**src/tcw_pkg.sv**
```systemverilog
// Shared types and constants for the text console writer.
// No dependencies; imported by every module of the block.
`default_nettype none

package tcw_pkg;

  localparam int DEF_COLUMNS = 80;
  localparam int DEF_ROWS    = 25;

  localparam int ROW_W  = 5;
  localparam int COL_W  = 7;
  localparam int CHAR_W = 8;
  localparam int CELL_W = 16;

  localparam logic [CHAR_W-1:0] NEWLINE_CODE    = 8'd10;
  localparam logic [CHAR_W-1:0] SPACE_CODE      = 8'd32;
  localparam logic [CHAR_W-1:0] RESET_ATTRIBUTE = 8'd15;

  typedef enum logic [1:0] {
    OP_WRITE     = 2'd0,
    OP_BACKSPACE = 2'd1,
    OP_CLEAR     = 2'd2,
    OP_READ      = 2'd3
  } op_t;

  typedef struct packed {
    logic wr_en;
    logic wr_blank;
    logic scroll;
  } cur_req_t;

endpackage

`default_nettype wire

```
**src/tcw_cursor.sv**
```systemverilog
// Cursor registers (row, column, linear cell address) and their update per item.
// Depends on tcw_pkg for operation codes and the request struct.
`default_nettype none

module tcw_cursor
  import tcw_pkg::*;
#(
  parameter int COLUMNS = DEF_COLUMNS,
  parameter int ROWS    = DEF_ROWS,
  localparam int RW = $clog2(ROWS),
  localparam int CW = $clog2(COLUMNS),
  localparam int AW = $clog2(ROWS * COLUMNS)
) (
  input  wire logic              clk,
  input  wire logic              rst_n,
  input  wire logic              accept,
  input  wire logic [1:0]        operation,
  input  wire logic [CHAR_W-1:0] char_code,
  output logic      [RW-1:0]     row_r,
  output logic      [CW-1:0]     col_r,
  output logic      [RW-1:0]     row_nxt,
  output logic      [CW-1:0]     col_nxt,
  output logic      [AW-1:0]     wr_addr,
  output cur_req_t               req
);

  localparam logic [RW-1:0] LAST_ROW  = RW'(ROWS - 1);
  localparam logic [CW-1:0] LAST_COL  = CW'(COLUMNS - 1);
  localparam logic [AW-1:0] LAST_BASE = AW'((ROWS - 1) * COLUMNS);
  localparam logic [AW-1:0] COLS_A    = AW'(COLUMNS);

  logic [AW-1:0] addr_r;
  logic [AW-1:0] addr_nxt;
  logic          guard;

  assign guard = (col_r == CW'(1)) || (row_r == '0 && col_r == '0);

  always_comb begin
    row_nxt  = row_r;
    col_nxt  = col_r;
    addr_nxt = addr_r;
    wr_addr  = addr_r;
    req      = '0;
    if (accept) begin
      unique case (op_t'(operation))
        OP_WRITE: begin
          if (char_code == NEWLINE_CODE) begin
            col_nxt = '0;
            if (row_r == LAST_ROW) begin
              req.scroll = 1'b1;
              addr_nxt   = LAST_BASE;
            end else begin
              row_nxt  = row_r + RW'(1);
              addr_nxt = addr_r - AW'(col_r) + COLS_A;
            end
          end else begin
            req.wr_en = 1'b1;
            if (col_r == LAST_COL) begin
              col_nxt = '0;
              if (row_r == LAST_ROW) begin
                req.scroll = 1'b1;
                addr_nxt   = LAST_BASE;
              end else begin
                row_nxt  = row_r + RW'(1);
                addr_nxt = addr_r + AW'(1);
              end
            end else begin
              col_nxt  = col_r + CW'(1);
              addr_nxt = addr_r + AW'(1);
            end
          end
        end
        OP_BACKSPACE: begin
          if (!guard) begin
            req.wr_en    = 1'b1;
            req.wr_blank = 1'b1;
            wr_addr      = addr_r - AW'(1);
            addr_nxt     = addr_r - AW'(1);
            if (col_r == '0) begin
              row_nxt = row_r - RW'(1);
              col_nxt = LAST_COL;
            end else begin
              col_nxt = col_r - CW'(1);
            end
          end
        end
        OP_CLEAR: begin
          row_nxt   = '0;
          col_nxt   = '0;
          addr_nxt  = '0;
        end
        OP_READ: begin
        end
        default: begin
        end
      endcase
    end
  end

  always_ff @(posedge clk) begin
    if (!rst_n) begin
      row_r  <= '0;
      col_r  <= '0;
      addr_r <= '0;
    end else begin
      row_r  <= row_nxt;
      col_r  <= col_nxt;
      addr_r <= addr_nxt;
    end
  end

`ifndef ASSERT_OFF
  a_row_range: assert property (@(posedge clk) disable iff (!rst_n)
    int'(row_r) < ROWS)
    else $error("cursor row out of range");

  a_col_range: assert property (@(posedge clk) disable iff (!rst_n)
    int'(col_r) < COLUMNS)
    else $error("cursor column out of range");

  a_addr_match: assert property (@(posedge clk) disable iff (!rst_n)
    addr_r == AW'(int'(row_r) * COLUMNS + int'(col_r)))
    else $error("cursor address does not match row and column");
`endif

endmodule

`default_nettype wire

```
**config.mk**
```make
export PLATFORM = sky130hd
export DESIGN_NAME = tcw_cursor
export DESIGN_NICKNAME = d
export VERILOG_FILES = /design/src/tcw_pkg.sv /design/src/tcw_cursor.sv
export SDC_FILE = /design/constraint.sdc
export NUM_CORES = 1
export LEC_CHECK = 0
export ABC_AREA = 1
export ABC_CLOCK_PERIOD_IN_PS = 4400
export BUFFER_PORTS_ARGS = -buffer_cell sky130_fd_sc_hd__buf_4
export CAP_MARGIN = 20
export CORE_MARGIN = 2
export CORE_UTILIZATION = 59
export DETAILED_ROUTE_END_ITERATION = 6
export PLACE_DENSITY = 0.82
export SYNTH_ARGS = -nofsm -noshare
export SYNTH_HDL_FRONTEND = slang
export SYNTH_SLANG_ARGS = --single-unit
```
**constraint.sdc**
```tcl
create_clock -name clk -period 4.4 [get_ports clk]
set_input_delay 1.1 -clock clk [delete_from_list [all_inputs] [get_ports clk]]
set_output_delay 1.1 -clock clk [all_outputs]
set_load 0.02 [all_outputs]
```
# --- After elaboration in Yosys (flattened, before gate mapping) ---
# Index checks and enable logic that the tools add are counted.
word_totals:
  ff_bits: 23
  inputBits: 13
  word_cells: 54
op_classes:
  add_sub_neg: 8
  eq_ne: 6
  n_mux: 30
  reduce_logical: 7
op_table:
  columns: ["cell", "count"]
  rows:
  - ["$mux W11", 7]
  - ["$mux W7", 5]
  - ["$pmux W11 S3", 1]
  - ["$mux W5", 6]
  - ["$pmux W7 S3", 1]
  - ["$pmux W5 S3", 1]
  - ["$add A11 B1 Y11 const B", 1]
  - ["$add A11 B7 Y11 const B", 1]
  - ["$sub A11 B1 Y11 const B", 1]
  - ["$sub A11 B7 Y11", 1]
  - ["$eq A8 B4 Y1 const B", 1]
  - ["$add A7 B1 Y7 const B", 1]
  - ["$eq A7 B1 Y1 const B", 1]
  - ["$eq A7 B7 Y1 const B", 1]
  - ["$logic_not A7 Y1", 1]
  - ["$sub A7 B1 Y7 const B", 1]
  - ["$mux W1", 6]
  - ["$add A5 B1 Y5 const B", 1]
  - ["$eq A5 B5 Y1 const B", 1]
  - ["$logic_not A5 Y1", 1]
  - ["$sub A5 B1 Y5 const B", 1]
  - ["$mux W3", 1]
  - ["$reduce_bool A3 Y1", 1]
  - ["$eq A2 B1 Y1 const B", 1]
  - ["other kinds (7)", 7]

# --- Longest topological paths before layout ---
depth:
  word_depth: 6
  ltp_mapped: 16

# --- Least setup slack after synthesis ---
# OpenSTA, ideal clock, no wires.
synth_path:
  path_kind: "input-to-output"
  from: "input port operation[1]"
  to: "output port wr_addr[2]"
  arrival_ps: 2290
  required_time_ps: 3300
  path_slack_ps: 1010
  path_stages: 6
  path_buffers: 2
  path_cell_list: "inv_1 ha_1 buf_4 nand2_1 clkbuf_1 o21ai_0"
synth_via:
  elab_chain_len: 3
synth_lines:
  columns: ["element", "line_no", "rtl"]
  rows:
  - ["start: declaration", "tcw_cursor.sv:17", "input wire logic [1:0] operation,"]
  - ["$eq A2 B1 Y1", "tcw_cursor.sv:45", "unique case (op_t'(operation))"]
  - ["$mux W11", "tcw_cursor.sv:45", null]
  - ["$mux W11", "tcw_cursor.sv:44", "if (accept) begin"]
  - ["end: declaration", "tcw_cursor.sv:23", "output logic [AW-1:0] wr_addr,"]
# No other way between the ends.

# --- Worst setup path in the final report ---
layout_path:
  from: "input port char_code[5]"
  to: "output port row_nxt[4]"
layout_via:
  elab_chain_len: 4
layout_lines:
  columns: ["element", "line_no", "rtl"]
  rows:
  - ["start: declaration", "tcw_cursor.sv:18", "input wire logic [CHAR_W-1:0] char_code,"]
  - ["$eq A8 B4 Y1", "tcw_cursor.sv:47", "if (char_code == NEWLINE_CODE) begin"]
  - ["$mux W5", "tcw_cursor.sv:47", null]
  - ["$pmux W5 S3", "tcw_cursor.sv:45", null]
  - ["$mux W5", "tcw_cursor.sv:44", null]
  - ["end: declaration", "tcw_cursor.sv:21", "output logic [RW-1:0] row_nxt,"]
# No other way between the ends.

==> summary.md <==
| Metric | Value |
|---|---|
| Area fraction of the dominant cell type after synthesis | 17.1% |
| Hold Path Class | flop to flop |
| Nets@finish | 649 |
| Hold Vio Cnt, Final | 0 |
| Clock Latency Late Sink | 0.28 ns |
| Core footprint | 5510 um^2 |
| Skew final | 0.00232 ns |
| Vias in the first global route | 3,383 |
| Maximum vdd drop | 168 uV |
| Post_cts resized | 0 |
| Reg clk slew, reported paths | 0.11 ns |
| Drt via density | 5.50 |
| RSZ-0062 raised after global routing | false |
| DP Wirelength | 7.19 mm |
| Syn Nets | 608 |
| Hold path depth | 2 |
| Combinational family with the most area after synthesis | simple AND/OR/NAND/NOR gates |
| Critical path arrival | 2.73 ns |
| Number of buffers inserted by hold repair at cts | 0 |
| YS warnings | 0 |
| Worst setup SP type | input pin |
| Ant diodes | 0 |
| Die width | 79.4 um |
| Register area share after synthesis | 13.7% |
| First-pass GRT wire length | 15.6 mm |
| CTS Buf Count | 3 |
| Filler cells | 531 |
| Clock Path Buffers | 2 |
| Post-synthesis xor/xnor area fraction | 6.00% |
| Num ports | 51 |
| Dpl cells | 670 |
| Max frequency | 261 MHz |
| Worst reg2reg path endpoint | addr_r[7] |
| Maxcap violations | 0 |
| Die height | 79.4 um |
| Switching share of total power | 48.6% |
| Setup violations, final | 0 |
| Area Overhead vs Synth | 12.5% |
| Mapped cell area | 3360 um^2 |
| Clk pwr share | 16.3% |
| Synth Area per Inst | 5.97 um^2 |
| Wirelength per Cell | 14.0 um |
| Pin count of the biggest net entering global routing | 26 |
| Number of synthesized register bits | 23 |
| Final worst-path cycle share | 87.1% |
| Post-CTS setup repair buffer count | 0 |
| WL final | 9.46 mm |
| Gate power share | 56.3% |
| Clock sinks | 23 |
| Number of detailed-route iterations in the first pass | 7 |
| Initial antenna violation count | 0 |
| Hold_sp | row_r[1] |
| Max transition margin | 54.1% |
| Adder-cell share of the synthesized area | 12.5% |
| Post-synthesis mux area share | 0% |
| Final Max Slew Viols | 0 |
| # DRC | 0 |
| Compound-gate portion of the synthesized area | 15.7% |
| Reg power frac | 27.4% |
| Setup_tns | 0 ns |
| Tmin final | 3.83 ns |
| Sw Pwr | 0.460 mW |
| ANT nets after route | 0 |
| GP Congestion | 0.974 |
| Initial DRC Count | 236 |
| Synth area leaders | nand2_1, dfxtp_1, ha_1, inv_1, nor2_1 |
| Worst reg2reg path depth | 14 |
| Outcome | complete, no violations |
| Die area | 6310 um^2 |
| Total track usage | 30.8% |
| WHS Endpoint | row_r[1] |
| Worst Setup End Kind | output pin |
| Pwr per Cell Area | 251 nW/um^2 |
| Int Power | 0.487 mW |
| Number of core rows | 27 |
| Starting Density | 60.9% |
| Non-Filler Instances | 674 |
| CP required | 3.30 ns |
| Lkg Pwr | 2.00 nW |
| Yosys cell types | 44 |
| Least-Margin Pin Slew | 0.687 ns |
| Fraction of the mapped netlist area in simple logic gates | 39.2% |
| Synth area leader | nand2_1 |
| Root buffer cell | clkbuf_8 |
| Port buffer count | 50 |
| Post-synthesis cell count | 562 |
| DR vias | 3,709 |
| Gr ovfl total | 0 |
| Ratio of cells with drive above 1 in the final layout | 15.6% |
| CP Max Fanout | 7 |
| Reg2Reg Setup Slack | 1.73 ns |
| H-tree level count | 1 |
| R2r startpoint | col_r[1] |
| Setup CP Type | input pin to output pin |
| CTS tree | yes |
metal layers:
layer / up-vias / global-route usage, % / part of all wire [%]
met1: 1653 / 43.9 / 46
met3: 13 / 2.49 / 9.0
li1: 1865 / - / -
met4: 0 / 6.55 / 1.1
met2: 178 / 50.6 / 44
met5: - / 0 / 0
critical path: stages:
cell      delay (ns)
buf_4           0.11
nor2_1          0.14
nand4_1         0.42
nand2_1         0.26
nand2_1         0.10
clkinv_1        0.08
nand2_1         0.05
a21oi_1         0.14
nand2_1         0.07
nand2_1         0.07
inv_1           0.04
buf_4           0.15
worst max-delay path by stage:
stage                  from         end  cells after the start
6_report       char_code[5]  row_nxt[4]                     12
5_1_grt        char_code[4]  row_nxt[3]                     12
4_1_cts        char_code[5]  row_nxt[4]                     12
3_5_place_dp   char_code[5]  row_nxt[4]                     12
3_3_place_gp   char_code[4]  row_nxt[4]                     12
2_1_floorplan  operation[1]  wr_addr[2]                      6
synth_stat cells:
master and number:
a21boi_1 1, a21oi_1 30, a21oi_2 1, a31oi_1 1, a31oi_2 1, a31oi_4 1
and2_1 3, buf_2 8, buf_4 2, buf_6 4, clkbuf_1 2, clkinv_1 2
clkinv_4 1, dfxtp_1 23, fa_1 1, ha_1 32, inv_1 76, inv_2 4
inv_4 1, nand2_1 153, nand2_2 3, nand2_4 4, nand3_1 41, nand3_2 4
nand3b_1 3, nand4_1 8, nand4_2 2, nor2_1 65, nor2_2 6, nor2_4 1
nor3_1 2, o211ai_1 3, o211ai_2 1, o21a_1 1, o21ai_0 25, o21ai_1 8
o21ai_2 4, o21ai_4 2, o21bai_1 1, o22ai_1 5, o31ai_1 1, or2_2 2
xnor2_1 3, xor2_1 20
logic make-up (layout without fill, tap and decap cells):
family                     after synthesis  after routing
xor gates and xnor gates                23             23
buffers and inverters                  100            140
adders and majority gates               33             33
and+or+nand+nor                        297            297
AOI/OAI and AO/OA                       86             86
DFF                                     23             23
metrics by stage:
stage / setup slack, ns / instance area, um^2 / utilization [%] / power, mW / hold WS (ns)
final: 0.567 / 3770 / 68.6 / 0.947 / 0.562
after global routing: 0.380 / 3770 / 68.6 / 1.01 / 0.626
after CTS: 0.583 / 3770 / 68.6 / 0.938 / 0.561
after detailed placement: 0.586 / 3730 / 67.7 / 0.787 / 0.544
after global placement: 0.671 / 3730 / 67.7 / 0.778 / 0.555
after floorplan: 1.01 / 3360 / - / 0.660 / 0.574
cell usage in the layout (no fill, tap or decap), drive strengths merged, types with 2 or more instances in the layout:
master / n
nor3: 2
and2: 3
xor2: 20
o22ai: 5
clkinv: 4
nand2: 160
a31oi: 3
ha: 32
dfxtp: 23
nand4: 10
nand3b: 3
or2: 2
nor2: 72
a21oi: 31
o211ai: 4
o21ai: 39
inv: 81
clkbuf: 3
xnor2: 3
nand3: 45
buf: 52
flip-flops by register name, summed over array words and instances (netlist names):
register / cells
addr_r: 11
row_r: 5
col_r: 7
cell type report:
cell class	count	area, um^2	area share [%]
Sequential cell	23	460	12.2
Timing Repair Buffer	52	390	10.3
Clock buffer	3	41.3	1.09
Multi-Input combinational cell	439	2460	65.3
Tap cell	72	90.1	2.39
Clock inverter	1	5.00	0.133
Inverter	84	323	8.55
power by group through the flow:
stage / registers (mW) / logic [mW] / clock network, mW
6_report: 0.260 / 0.533 / 0.154
4_1_cts: 0.259 / 0.527 / 0.152
2_1_floorplan: 0.254 / 0.407 / 0
3_3_place_gp: 0.263 / 0.516 / 0
3_5_place_dp: 0.263 / 0.524 / 0
5_1_grt: 0.263 / 0.593 / 0.159
Power figures use the tool's default switching activity.
